## src/ctht_pkg.sv

```systemverilog
// shared types, constants and helpers for the cache tag hit tracker
`timescale 1ns / 1ps

package ctht_pkg;

    // fixed field widths
    localparam int ADDR_FIELD_W = 20;
    localparam int LINE_FIELD_W = 6;
    localparam int COUNT_W      = 32;
    localparam int CFG_INDEX_W  = 3;
    localparam int CFG_DATA_W   = 3;

    // index field spans before wrapping onto the store
    localparam int DM_IDX_BITS_MAX = 6;
    localparam int SA_IDX_BITS_MAX = 5;
    localparam int DM_IDX_SPAN     = 64;
    localparam int SA_IDX_SPAN     = 32;

    // offset field limits
    localparam logic [CFG_DATA_W-1:0] OFF_BITS_MIN = 3'd2;
    localparam logic [CFG_DATA_W-1:0] OFF_BITS_MAX = 3'd6;

    // configuration register indexes
    localparam logic [CFG_INDEX_W-1:0] CFG_MODE    = 3'd0;
    localparam logic [CFG_INDEX_W-1:0] CFG_DM_OFF  = 3'd1;
    localparam logic [CFG_INDEX_W-1:0] CFG_DM_IDX  = 3'd2;
    localparam logic [CFG_INDEX_W-1:0] CFG_SA_OFF  = 3'd3;
    localparam logic [CFG_INDEX_W-1:0] CFG_SA_IDX  = 3'd4;

    // access kinds and modes
    localparam logic CMD_LOAD    = 1'b0;
    localparam logic CMD_STORE   = 1'b1;
    localparam logic MODE_DIRECT = 1'b0;
    localparam logic MODE_TWO_WAY = 1'b1;

    // reset values of the configuration registers
    localparam logic [CFG_DATA_W-1:0] RST_DM_OFF = 3'd4;
    localparam logic [CFG_DATA_W-1:0] RST_DM_IDX = 3'd6;
    localparam logic [CFG_DATA_W-1:0] RST_SA_OFF = 3'd6;
    localparam logic [CFG_DATA_W-1:0] RST_SA_IDX = 3'd4;

    // input transaction
    typedef struct packed {
        logic                    cmd;
        logic [ADDR_FIELD_W-1:0] byte_address;
    } in_item_t;

    // result transaction
    typedef struct packed {
        logic                    hit;
        logic [LINE_FIELD_W-1:0] line_used;
        logic                    allocated;
        logic [COUNT_W-1:0]      hit_count;
        logic [COUNT_W-1:0]      reference_count;
    } out_item_t;

    // controller to datapath commands
    typedef struct packed {
        logic load;    // capture request, read tag ram
        logic commit;  // compare, update state, fill output register
    } ctl_cmd_t;

    // offset bits are held within their legal range
    function automatic logic [CFG_DATA_W-1:0] clamp_off(input logic [CFG_DATA_W-1:0] v);
        logic [CFG_DATA_W-1:0] r;
        r = v;
        if (v < OFF_BITS_MIN) begin
            r = OFF_BITS_MIN;
        end else if (v > OFF_BITS_MAX) begin
            r = OFF_BITS_MAX;
        end
        return r;
    endfunction

    // index bits are capped at the mode's maximum
    function automatic logic [CFG_DATA_W-1:0] clamp_idx(input logic [CFG_DATA_W-1:0] v,
                                                        input logic [CFG_DATA_W-1:0] hi);
        return (v > hi) ? hi : v;
    endfunction

endpackage

```

## src/cache_tag_hit_tracker_unit.sv

```systemverilog
// top level of the cache tag hit tracker
`timescale 1ns / 1ps

// Tag side of a small data cache, direct-mapped write-through or two-way LRU.
// An access is first accepted, then looked up: the acceptance cycle computes tag and line
// and reads both candidate tags from the tag ram, whose read data is
// registered; the lookup cycle compares, updates valid, tag and LRU state
// and loads the output register. The next access is accepted while a result
// waits in the output register; the lookup cycle holds only if the earlier
// result has still not been taken. Configuration writes are taken every cycle
// and must arrive only while no access is in flight.

module cache_tag_hit_tracker_unit #(
    parameter int LINES     = 64,
    parameter int ADDR_BITS = 20
) (
    input  logic                               aclk,
    input  logic                               aresetn,
    input  logic                               cfg_valid,
    output logic                               cfg_ready,
    input  logic [ctht_pkg::CFG_INDEX_W-1:0]   cfg_index,
    input  logic [ctht_pkg::CFG_DATA_W-1:0]    cfg_data,
    input  logic                               s_valid,
    output logic                               s_ready,
    input  ctht_pkg::in_item_t                 s_data,
    output logic                               m_valid,
    input  logic                               m_ready,
    output ctht_pkg::out_item_t                m_data
);

    import ctht_pkg::*;

    ctl_cmd_t cmd;

    // sequencing
    ctht_ctl u_ctl (
        .aclk    (aclk),
        .aresetn (aresetn),
        .s_valid (s_valid),
        .s_ready (s_ready),
        .m_valid (m_valid),
        .m_ready (m_ready),
        .cmd     (cmd)
    );

    // lookup and state
    ctht_dp #(
        .LINES     (LINES),
        .ADDR_BITS (ADDR_BITS)
    ) u_dp (
        .aclk      (aclk),
        .aresetn   (aresetn),
        .cfg_valid (cfg_valid),
        .cfg_ready (cfg_ready),
        .cfg_index (cfg_index),
        .cfg_data  (cfg_data),
        .s_data    (s_data),
        .cmd       (cmd),
        .m_data    (m_data)
    );

endmodule

```

## src/ctht_ctl.sv

```systemverilog
// controller state machine for the cache tag hit tracker
`timescale 1ns / 1ps

module ctht_ctl (
    input  logic              aclk,
    input  logic              aresetn,
    input  logic              s_valid,
    output logic              s_ready,
    output logic              m_valid,
    input  logic              m_ready,
    output ctht_pkg::ctl_cmd_t cmd
);

    import ctht_pkg::*;

    typedef enum logic {
        ST_IDLE,
        ST_LOOKUP
    } state_t;

    state_t state_reg, state_next;
    logic   out_valid_reg, out_valid_next;
    logic   out_free;

    // output register can take a new result
    assign out_free = !out_valid_reg || m_ready;

    // command decode
    always_comb begin
        cmd.load   = (state_reg == ST_IDLE) && s_valid;
        cmd.commit = (state_reg == ST_LOOKUP) && out_free;
    end

    assign s_ready = (state_reg == ST_IDLE);
    assign m_valid = out_valid_reg;

    // next state
    always_comb begin
        state_next     = state_reg;
        out_valid_next = out_valid_reg;
        if (m_ready) begin
            out_valid_next = 1'b0;
        end
        case (state_reg)
            ST_IDLE: begin
                if (s_valid) begin
                    state_next = ST_LOOKUP;
                end
            end
            ST_LOOKUP: begin
                if (out_free) begin
                    state_next     = ST_IDLE;
                    out_valid_next = 1'b1;
                end
            end
            default: begin
                state_next = ST_IDLE;
            end
        endcase
    end

    // state and registered outputs
    always_ff @(posedge aclk) begin
        if (!aresetn) begin
            state_reg     <= ST_IDLE;
            out_valid_reg <= 1'b0;
        end else begin
            state_reg     <= state_next;
            out_valid_reg <= out_valid_next;
        end
    end

`ifndef ASSERT_OFF
    // an accepted transaction blocks the input until it has been committed
    a_busy_after_accept: assert property (@(posedge aclk) disable iff (!aresetn)
        s_valid && s_ready |=> !s_ready)
        else $error("input ready while a transaction is in lookup");

    // every commit presents a result on the next cycle
    a_commit_shows_result: assert property (@(posedge aclk) disable iff (!aresetn)
        cmd.commit |=> m_valid)
        else $error("committed result not presented");

    // load and commit never overlap
    a_cmd_exclusive: assert property (@(posedge aclk) disable iff (!aresetn)
        !(cmd.load && cmd.commit))
        else $error("load and commit issued together");
`endif

endmodule

```

## src/ctht_dp.sv

```systemverilog
// datapath: config registers, tag ram, valid and lru bits, counters, output register
`timescale 1ns / 1ps

module ctht_dp #(
    parameter int LINES     = 64,
    parameter int ADDR_BITS = 20
) (
    input  logic                               aclk,
    input  logic                               aresetn,
    input  logic                               cfg_valid,
    output logic                               cfg_ready,
    input  logic [ctht_pkg::CFG_INDEX_W-1:0]   cfg_index,
    input  logic [ctht_pkg::CFG_DATA_W-1:0]    cfg_data,
    input  ctht_pkg::in_item_t                 s_data,
    input  ctht_pkg::ctl_cmd_t                 cmd,
    output ctht_pkg::out_item_t                m_data
);

    import ctht_pkg::*;

    localparam int AW   = (ADDR_BITS < ADDR_FIELD_W) ? ADDR_BITS : ADDR_FIELD_W;
    localparam int LW   = $clog2(LINES);
    localparam int SETS = LINES / 2;
    localparam int SW   = (LW > 1) ? LW - 1 : 1;

    // configuration registers, held already clamped
    logic                  mode_reg;
    logic [CFG_DATA_W-1:0] dm_ob_reg, dm_ib_reg, sa_ob_reg, sa_ib_reg;

    // request capture
    logic [AW-1:0] tag_reg;
    logic          store_reg;
    logic [LW-1:0] line_a_reg, line_b_reg;
    logic [SW-1:0] set_reg;
    logic [AW-1:0] tag_a_reg, tag_b_reg;
    logic          valid_a_reg, valid_b_reg;

    // cache state
    logic [AW-1:0] tag_mem [LINES];
    logic          valid_reg [LINES];
    logic          recent_reg [SETS];
    logic [COUNT_W-1:0] hit_cnt_reg, hit_cnt_next;
    logic [COUNT_W-1:0] ref_cnt_reg, ref_cnt_next;
    out_item_t     out_reg;

    // decode wires
    logic [AW-1:0]         addr;
    logic [CFG_DATA_W-1:0] ob, ib;
    logic [CFG_DATA_W:0]   shamt;
    logic [AW-1:0]         tag_in;
    logic [DM_IDX_BITS_MAX-1:0] idx_raw, idx;
    logic [LW-1:0]         dm_line;
    logic [SW-1:0]         set_in;
    logic [LW-1:0]         rd_a, rd_b;
    logic [LW-1:0]         dm_mod_tab [DM_IDX_SPAN];
    logic [SW-1:0]         sa_mod_tab [SA_IDX_SPAN];

    // compare wires
    logic          hit_a, hit_b, hit, way, alloc;
    logic [LW-1:0] line_sel;

    assign cfg_ready = 1'b1;
    assign m_data    = out_reg;

    // index wrap tables onto the line and set stores
    for (genvar g = 0; g < DM_IDX_SPAN; g++) begin : g_dm_mod
        localparam int LINE_R = g % LINES;
        assign dm_mod_tab[g] = LW'(LINE_R);
    end
    for (genvar g = 0; g < SA_IDX_SPAN; g++) begin : g_sa_mod
        localparam int SET_R = g % SETS;
        assign sa_mod_tab[g] = SW'(SET_R);
    end

    // configuration writes
    always_ff @(posedge aclk) begin
        if (!aresetn) begin
            mode_reg  <= MODE_DIRECT;
            dm_ob_reg <= RST_DM_OFF;
            dm_ib_reg <= RST_DM_IDX;
            sa_ob_reg <= RST_SA_OFF;
            sa_ib_reg <= RST_SA_IDX;
        end else if (cfg_valid) begin
            case (cfg_index)
                CFG_MODE:   mode_reg  <= cfg_data[0];
                CFG_DM_OFF: dm_ob_reg <= clamp_off(cfg_data);
                CFG_DM_IDX: dm_ib_reg <= clamp_idx(cfg_data, CFG_DATA_W'(DM_IDX_BITS_MAX));
                CFG_SA_OFF: sa_ob_reg <= clamp_off(cfg_data);
                CFG_SA_IDX: sa_ib_reg <= clamp_idx(cfg_data, CFG_DATA_W'(SA_IDX_BITS_MAX));
                default: begin
                end
            endcase
        end
    end

    // address split into tag and line or set
    always_comb begin
        addr    = s_data.byte_address[AW-1:0];
        ob      = (mode_reg == MODE_TWO_WAY) ? sa_ob_reg : dm_ob_reg;
        ib      = (mode_reg == MODE_TWO_WAY) ? sa_ib_reg : dm_ib_reg;
        shamt   = {1'b0, ob} + {1'b0, ib};
        tag_in  = addr >> shamt;
        idx_raw = DM_IDX_BITS_MAX'(addr >> ob);
        idx     = idx_raw & ~({DM_IDX_BITS_MAX{1'b1}} << ib);
        dm_line = dm_mod_tab[idx];
        set_in  = sa_mod_tab[idx[SA_IDX_BITS_MAX-1:0]];
        rd_a    = (mode_reg == MODE_TWO_WAY) ? LW'({set_in, 1'b0}) : dm_line;
        rd_b    = LW'({set_in, 1'b1});
    end

    // request capture, valid bits read along with the tags
    always_ff @(posedge aclk) begin
        if (cmd.load) begin
            tag_reg     <= tag_in;
            store_reg   <= (s_data.cmd == CMD_STORE);
            line_a_reg  <= rd_a;
            line_b_reg  <= rd_b;
            set_reg     <= set_in;
            valid_a_reg <= valid_reg[rd_a];
            valid_b_reg <= valid_reg[rd_b];
        end
    end

    // tag ram: two registered read ports, one write port
    always_ff @(posedge aclk) begin
        if (cmd.load) begin
            tag_a_reg <= tag_mem[rd_a];
            tag_b_reg <= tag_mem[rd_b];
        end
        if (cmd.commit && alloc) begin
            tag_mem[line_sel] <= tag_reg;
        end
    end

    // tag compare and replacement choice
    always_comb begin
        hit_a = valid_a_reg && (tag_a_reg == tag_reg);
        hit_b = (mode_reg == MODE_TWO_WAY) && valid_b_reg && (tag_b_reg == tag_reg);
        hit   = hit_a || hit_b;
        if (hit_a) begin
            way = 1'b0;
        end else if (hit_b) begin
            way = 1'b1;
        end else begin
            way = recent_reg[set_reg];
        end
        if (mode_reg == MODE_TWO_WAY) begin
            alloc    = !hit;
            line_sel = way ? line_b_reg : line_a_reg;
        end else begin
            alloc    = !hit && !store_reg;
            line_sel = line_a_reg;
        end
        hit_cnt_next = hit_cnt_reg + COUNT_W'(hit);
        ref_cnt_next = ref_cnt_reg + COUNT_W'(1);
    end

    // valid bits, lru bits and counters
    always_ff @(posedge aclk) begin
        if (!aresetn) begin
            for (int i = 0; i < LINES; i++) begin
                valid_reg[i] <= 1'b0;
            end
            for (int i = 0; i < SETS; i++) begin
                recent_reg[i] <= 1'b0;
            end
            hit_cnt_reg <= '0;
            ref_cnt_reg <= '0;
        end else if (cmd.commit) begin
            if (alloc) begin
                valid_reg[line_sel] <= 1'b1;
            end
            if (mode_reg == MODE_TWO_WAY) begin
                recent_reg[set_reg] <= ~way;
            end
            hit_cnt_reg <= hit_cnt_next;
            ref_cnt_reg <= ref_cnt_next;
        end
    end

    // output register
    always_ff @(posedge aclk) begin
        if (cmd.commit) begin
            out_reg.hit             <= hit;
            out_reg.line_used       <= LINE_FIELD_W'(line_sel);
            out_reg.allocated       <= alloc;
            out_reg.hit_count       <= hit_cnt_next;
            out_reg.reference_count <= ref_cnt_next;
        end
    end

`ifndef ASSERT_OFF
    // the presented access count tracks the running counter
    a_ref_count: assert property (@(posedge aclk) disable iff (!aresetn)
        cmd.commit |=> m_data.reference_count == ref_cnt_reg)
        else $error("reference count out of step");

    // a filled line is valid afterwards
    a_fill_valid: assert property (@(posedge aclk) disable iff (!aresetn)
        cmd.commit && alloc |=> valid_reg[$past(line_sel)])
        else $error("filled line not marked valid");

    // a hit never fills a line
    a_no_fill_on_hit: assert property (@(posedge aclk) disable iff (!aresetn)
        cmd.commit |-> !(hit && alloc))
        else $error("line filled on a hit");
`endif

endmodule
```

## config.mk

```make
export PLATFORM = sky130hd
export DESIGN_NAME = cache_tag_hit_tracker_unit
export DESIGN_NICKNAME = d
export VERILOG_FILES = /design/src/ctht_pkg.sv /design/src/cache_tag_hit_tracker_unit.sv /design/src/ctht_ctl.sv /design/src/ctht_dp.sv
export SDC_FILE = /design/constraint.sdc
export NUM_CORES = 2
export LEC_CHECK = 0
export BUFFER_PORTS_ARGS = -buffer_cell sky130_fd_sc_hd__buf_2
export CAP_MARGIN = 10
export CORE_ASPECT_RATIO = 0.75
export CORE_MARGIN = 2
export CORE_UTILIZATION = 59
export CTS_BUF_LIST = sky130_fd_sc_hd__clkbuf_4
export CTS_CLUSTER_SIZE = 30
export DETAILED_ROUTE_END_ITERATION = 16
export PLACE_DENSITY = 0.75
export SETUP_SLACK_MARGIN = 0.1
export SLEW_MARGIN = 20
export SYNTH_ARGS = -nofsm -noshare
export SYNTH_HDL_FRONTEND = slang
export SYNTH_SLANG_ARGS = --single-unit
export TNS_END_PERCENT = 100
```

## constraint.sdc

```tcl
create_clock -name aclk -period 5.8 [get_ports aclk]
set_clock_uncertainty 0.05 [all_clocks]
set_input_delay 0.58 -clock aclk [delete_from_list [all_inputs] [get_ports aclk]]
set_output_delay 0.58 -clock aclk [all_outputs]
set_load 0.05 [all_outputs]
```

### Yosys cells after proc, flatten, opt, wreduce, memory -nomap -nowiden

Memories as Yosys holds them, arrays and structs flattened. A register that Yosys moved wholly into a read port is not among the register bits.
Index checks and enable logic that the tools add are counted.

| storage, ports and cells | value |
|---|---|
| bits in latches | 0 |
| memory bits (read-only) | 544 |
| word-level logic and storage cells | 105 |
| memories kept | 5 |
| memory bits (writable) | 1376 |
| input port bits | 32 |
| output and inout bits | 75 |
| flip-flop bits (word level) | 183 |

Memory list:

| name | words | bits a word | read ports | clocked after memory_dff | write ports | line | source |
|---|---|---|---|---|---|---|---|
| u_dp.tag_mem | 64 | 20 | 2 | 2 | 1 | ctht_dp.sv:39 | `logic [AW-1:0] tag_mem [LINES];` |
| (no name shown) | 64 | 6 | 1 | 0 | 0 | ctht_dp.sv:105 | `dm_line = dm_mod_tab[idx];` |
| (no name shown) | 32 | 5 | 1 | 0 | 0 | ctht_dp.sv:106 | `set_in = sa_mod_tab[idx[SA_IDX_BITS_MAX-1:0]];` |
| u_dp.valid_reg | 64 | 1 | 2 | 2 | 64 | ctht_dp.sv:40 | `logic valid_reg [LINES];` |
| u_dp.recent_reg | 32 | 1 | 1 | 1 | 32 | ctht_dp.sv:41 | `logic recent_reg [SETS];` |

| cells by class | value |
|---|---|
| add/subtract/negate cells | 3 |
| reduce and logical (&&, ||, !) cells | 20 |
| bitwise operators | 6 |
| shifts and indexed selects | 3 |
| $lt $le $gt $ge | 5 |
| multipliers | 0 |
| equal/unequal tests | 6 |
| muxes and demuxes | 39 |
| divide/modulo/power cells | 0 |

Operator list:

| operator | number |
|---|---|
| 20-bit == test | 2 |
| 6-bit 2-to-1 mux | 6 |
| 32-bit by 1-bit adder with 32-bit output | 1 |
| 32-bit by 1-bit adder with 32-bit output, second input constant | 1 |
| 1-bit 2-to-1 mux | 23 |
| 5-bit 2-to-1 mux | 4 |
| 20-bit by 3-bit >> shifter with 6-bit output | 1 |
| 20-bit by 4-bit >> shifter with 20-bit output | 1 |
| 3-bit 2-to-1 mux | 5 |
| 2-bit AND reduction | 5 |
| 7-bit >= comparator, second input constant | 1 |
| 1-bit logical AND | 7 |
| 6-bit inverter with 7-bit output | 1 |
| 6-bit AND | 1 |
| 3-bit by 2-bit == test with 1-bit output, second input constant | 2 |
| 6-bit >= comparator, second input constant | 1 |
| 3-bit greater-than comparator, second input constant | 2 |
| 5-bit inverter with 6-bit output | 1 |
| 6-bit inverter | 1 |
| 6-bit by 3-bit << shifter with 6-bit output, first input constant | 1 |
| 3-bit by 3-bit adder with 4-bit output | 1 |
| 3-bit by 1-bit == test with 1-bit output, second input constant | 1 |
| 3-bit == test, second input constant | 1 |
| 1-bit zero test | 3 |
| 6 further kinds | 9 |

### Logic depth before layout (Yosys ltp)

| depth | value |
|---|---|
| word-level depth | 12 |
| gate-level depth with buffers | 17 |
| mapped depth without buffers | 17 |

### Modules after synthesis

From an unflattened synthesis, not the netlist that was laid out.

| second synthesis, totals | value |
|---|---|
| cell total of the unflattened synthesis | 6042 |
| area total of the unflattened synthesis | 70884.2 um^2 |

By module, submodules not included:

| module | area an instance (um^2) | cells each | instances | seq. area each (um^2) |
|---|---|---|---|---|
| ctht_dp | 70781.6 | 6033 | 1 | 46384.5 |
| ctht_ctl | 102.6 | 9 | 1 | 40.0 |

### Least setup slack after synthesis

OpenSTA, ideal clock, no wires.

| path | value |
|---|---|
| kind | register to register |
| from | register u_dp.tag_reg[3] |
| to | memory u_dp.tag_mem[45][0] (netlist name), enable pin |
| library setup time | 0.451 ns |
| period minus slack after synthesis | 5.526 ns |
| cell stages (with the launch flop) | 11 |
| required time | 5.299 ns |
| arrival time | 5.025 ns |
| path slack | 0.274 ns |
| path buffers | 1 |
| cell sequence | edfxtp_1 xnor2_1 nand4_1 nor4_1 nand4_1 a21boi_2 nand2_1 buf_2 mux2i_4 clkinv_1 nor4_1 |

| on the way | value |
|---|---|
| elaborated cells on any way between the ends | 15 |
| those cells by class | 2 x eq/ne; 7 x mux; 6 x reduce/logical |

RTL lines:

| item | line | source |
|---|---|---|
| start: declaration | ctht_dp.sv:31 | `logic [AW-1:0] tag_reg;` |
| start signal: assignment | ctht_dp.sv:114 | `tag_reg <= tag_in;` |
| 20-bit == test | ctht_dp.sv:138 | `hit_b = (mode_reg == MODE_TWO_WAY) && valid_b_reg && (tag_b_reg == tag_reg);` |
| 1-bit logical AND | ctht_dp.sv:138 |  |
| 1-bit 2-to-1 mux | ctht_dp.sv:142 | `end else if (hit_b) begin` |
| 1-bit 2-to-1 mux * | ctht_dp.sv:140 | `if (hit_a) begin` |
| 6-bit 2-to-1 mux * | ctht_dp.sv:149 | `line_sel = way ? line_b_reg : line_a_reg;` |
| 6-bit 2-to-1 mux * | ctht_dp.sv:147 | `if (mode_reg == MODE_TWO_WAY) begin` |
| named net u_dp.line_sel[1] | ctht_dp.sv:60 | `logic [LW-1:0] line_sel;` |
| end: declaration | ctht_dp.sv:39 |  |

The timed path passes the listed nets; every way through them passes the cells marked *.

### Final worst setup path

| path | value |
|---|---|
| from | register u_dp.tag_reg[18] |
| to | register u_dp.hit_cnt_reg[28] |

| on the way | value |
|---|---|
| longest elaborated chain between the ends | 4 |
| elaborated cells on any way between the ends | 6 |
| those cells by class | 1 x add/sub; 2 x eq/ne; 3 x reduce/logical |

RTL lines:

| item | line | source |
|---|---|---|
| 20-bit == test, on equally long branches | ctht_dp.sv:137, ctht_dp.sv:138 |  |
| 1-bit logical AND, on equally long branches | ctht_dp.sv:137, ctht_dp.sv:138 |  |
| 1-bit logical OR * | ctht_dp.sv:139 | `hit = hit_a \|\| hit_b;` |
| named net u_dp.hit | ctht_dp.sv:59 | `logic hit_a, hit_b, hit, way, alloc;` |
| 32-bit by 1-bit adder with 32-bit output * | ctht_dp.sv:154 | `hit_cnt_next = hit_cnt_reg + COUNT_W'(hit);` |
| end signal: assignment | ctht_dp.sv:176 | `hit_cnt_reg <= hit_cnt_next;` |
| end: declaration | ctht_dp.sv:42 | `logic [COUNT_W-1:0] hit_cnt_reg, hit_cnt_next;` |

Marked as above.
A chain may end at the register's enable or synchronous reset.

==> flow_summary.toml <==
[run_status]
status = "finished clean"

[critical_path]
critPathArrivalTime_ps = 6560
cp.required_ps = 6970
crit_fanout = 33
r2r_end = "u_dp.hit_cnt_reg[28]$_SDFFE_PN0P_"
cp-start-kind = "register"
critPathCaptureType = "register"
critPathKind = "reg2reg"
r2r_start = "u_dp.tag_reg[18]$_SDFFCE_PP0P_"
rr_worst_depth = 18
rrSetupSlack_ps = 410

[drt]
drt-initial-drc-count = 11300
firstDrtPassIters = 9
ant_nets = 0
vias_per_cell = 6.66
wl_mm = 239
drc = 0
num_vias = 57400
wl_per_cell_um = 27.8

[global_routing]
grt_pass1_wl_mm = 348
antenna_found_initial = 9
grt_use_total_pct = 38.1
grt_pass1_vias = 53800
grt_overflow_total = 0
grt_max_degree = 103

[cts]
cts_tree = "yes"
clk_latency_ps = 1410
path_clk_slew_ps = 70
cts_setup_buffers = 0
cts_inserted_buffers = 386
cts_root_buf = "clkbuf_4"
htree_levels = 5
clockBufferDepth = 4
cts.sinks = 1606

[logic_synthesis]
synth_ff_type = "edfxtp_1"
synth_seq_cells = 1606
syn_inst = 6353
syn_avg_cell_area_um2 = 11.3
synth_nets = 6392
synth_edf_count = 1426
yosysWarnings = 0
synthArstFlopShare_pct = 0
synthesis.area_um2 = 71900
synthDistinctLibCells = 79
ys_seq_area_share_pct = 64.6

[sta]
period_share_pct = 92.9
finalHoldViolCount = 0
fin_crit_ps = 5390
tns_ps = 0
maxSlewViolCount = 0
rsz0062_at_grt = "false"
fmax_mhz = 186
max-slew-margin-rel_pct = 15.5
setup_violations = 0
tightest_slew_ps = 1260

[floorplanning]
rows = 110
fp.coreArea_um2 = 120000
ios = 107
die_h_um = 306
start_util_pct = 59.7
die-area_um2 = 125000
fp.dieW_um = 407

[finish]
largest_register_ff_count = 1280
final_cells = 8625
syn_to_final_growth_pct = 12.1
drive_above_1_share_pct = 16.3
final_nets = 6733
final_core_util_pct = 66.9

[power]
leakagePower_nw = 29.3
total_power_mw = 26.3
power_density_nw_per_um2 = 326
vdd_drop_max_uv = 272

[run]
maxCapViolations = 0

[min_path]
hold_depth = 5
worstHoldPathType = "in2reg"
hold_path.startpoint = "s_data[15]"
min_to = "u_dp.tag_reg[13]$_SDFFCE_PP0P_"

[place]
place_hpwl_mm = 145
placed_cells = 7892
gpl.final_weighted_congestion = 0.988
portBuffers = 105
## cell families (layout without fill, tap and decap cells)
family	after synthesis	count (layout)	share of synthesized area, %
fa+ha+maj	8	8	0.146
xor+xnor	149	149	1.82
simple gates	3228	3228	19.7
other cells	1	10	0.00522
flops	1606	1606	64.6
buf+inv	485	1124	3.05
mux	118	118	2.52
compound gates	758	758	8.12
## report_power, final
group	switching [mW]	internal, mW
combinational	2.84	1.07
sequential	0.129	12.9
clock	4.63	4.75
total	7.59	18.7
## routing by layer
metal	GRT usage, %	up-vias	wire length, um
met5	0	-	69
li1	-	24200	-
met2	52.7	5190	99800
met4	19.9	10	13800
met1	53.3	27200	85200
met3	12.9	810	40500
## timing repair
item | in CTS | in global routing
endpoints found under the hold margin | 105 | 0
endpoints found under the setup margin | 0 | 1
hold buffers | 38 | 0
gates resized for setup | 0 | 2
## per-stage QoR
| step | hold slack [ps] | setup WS (ps) | area [um2] |
|---|---|---|---|
| after floorplan | 385 | 274 | 71900 |
| after global routing | 74.2 | 257 | 80600 |
| after CTS | 11.9 | 487 | 80500 |
| after detailed placement | 403 | 593 | 75300 |
| final | 109 | 410 | 80600 |
| after global placement | 395 | 777 | 75300 |
## cell usage in the layout, fill, tap and decap left out, types with 47 or more instances in the layout
cell,synthesis,final
a311oi_1,279,279
a31oi_1,86,84
and2_1,54,54
and3_1,340,340
buf_2,156,104
buf_4,32,224
clkbuf_4,1,582
clkinv_1,3,96
dfxtp_1,180,180
edfxtp_1,1426,1426
mux2i_1,50,50
mux4_2,47,47
nand2_1,2021,2020
nand3_1,508,508
nor2_1,106,81
nor3_1,83,50
o21a_1,67,66
o21ai_0,74,74
xnor2_1,98,95
xor2_1,51,51
## final cells by class
type                    count  area [um2]
well taps                1624        2030
flip-flops and latches   1606       46400
inverters                  30         163
fillers                  8840       39900
clock buffers             582        4370
clock inverters           104         503
diodes                      9        22.5
multi-input cells        4262       23600
repair buffers            408        3420
## worst max-delay path, stage by stage, from the launching register on
cell	delay, ps
edfxtp_1	410
buf_4	260
xnor2_1	380
nand4_1	160
nor4_1	390
nand4_1	370
nand2_1	340
ha_1	240
ha_1	210
nand3_1	160
nor2_1	310
and3_1	270
nand3_1	200
nor4_1	570
and3_1	310
and2_1	200
nand3_1	110
xnor2_1	140
and2_1	150
## Yosys cell counts, types with 52 or more instances
master	n	area, um2
nand2_1	2021	7590
edfxtp_1	1426	42800
nand3_1	508	2540
and3_1	340	2130
a311oi_1	279	2440
clkbuf_1	208	781
dfxtp_1	180	3600
buf_2	156	781
nor2_1	106	398
xnor2_1	98	858
a31oi_1	86	538
nor3_1	83	415
o21ai_0	74	370
o21a_1	67	503
and2_1	54	338
buf_1	52	195
## how the worst max path moves through the flow
stage	start	endpoint	slack, ps	cells after the start
after floorplan	u_dp.tag_reg[3]$_DFFE_PP_	u_dp.tag_mem[45][0]$_DFFE_PP_	270	10
after global placement	u_dp.tag_b_reg[0]$_DFFE_PP_	u_dp.hit_cnt_reg[28]$_SDFFE_PN0P_	780	17
after detailed placement	u_dp.tag_reg[5]$_DFFE_PP_	u_dp.hit_cnt_reg[28]$_SDFFE_PN0P_	590	17
after CTS	u_dp.tag_a_reg[8]$_DFFE_PP_	u_dp.hit_cnt_reg[28]$_SDFFE_PN0P_	490	17
after global routing	u_dp.tag_reg[13]$_SDFFCE_PP0P_	u_dp.hit_cnt_reg[28]$_SDFFE_PN0P_	260	18
final	u_dp.tag_reg[18]$_SDFFCE_PP0P_	u_dp.hit_cnt_reg[28]$_SDFFE_PN0P_	410	18
(Power assumes the default switching activity.)
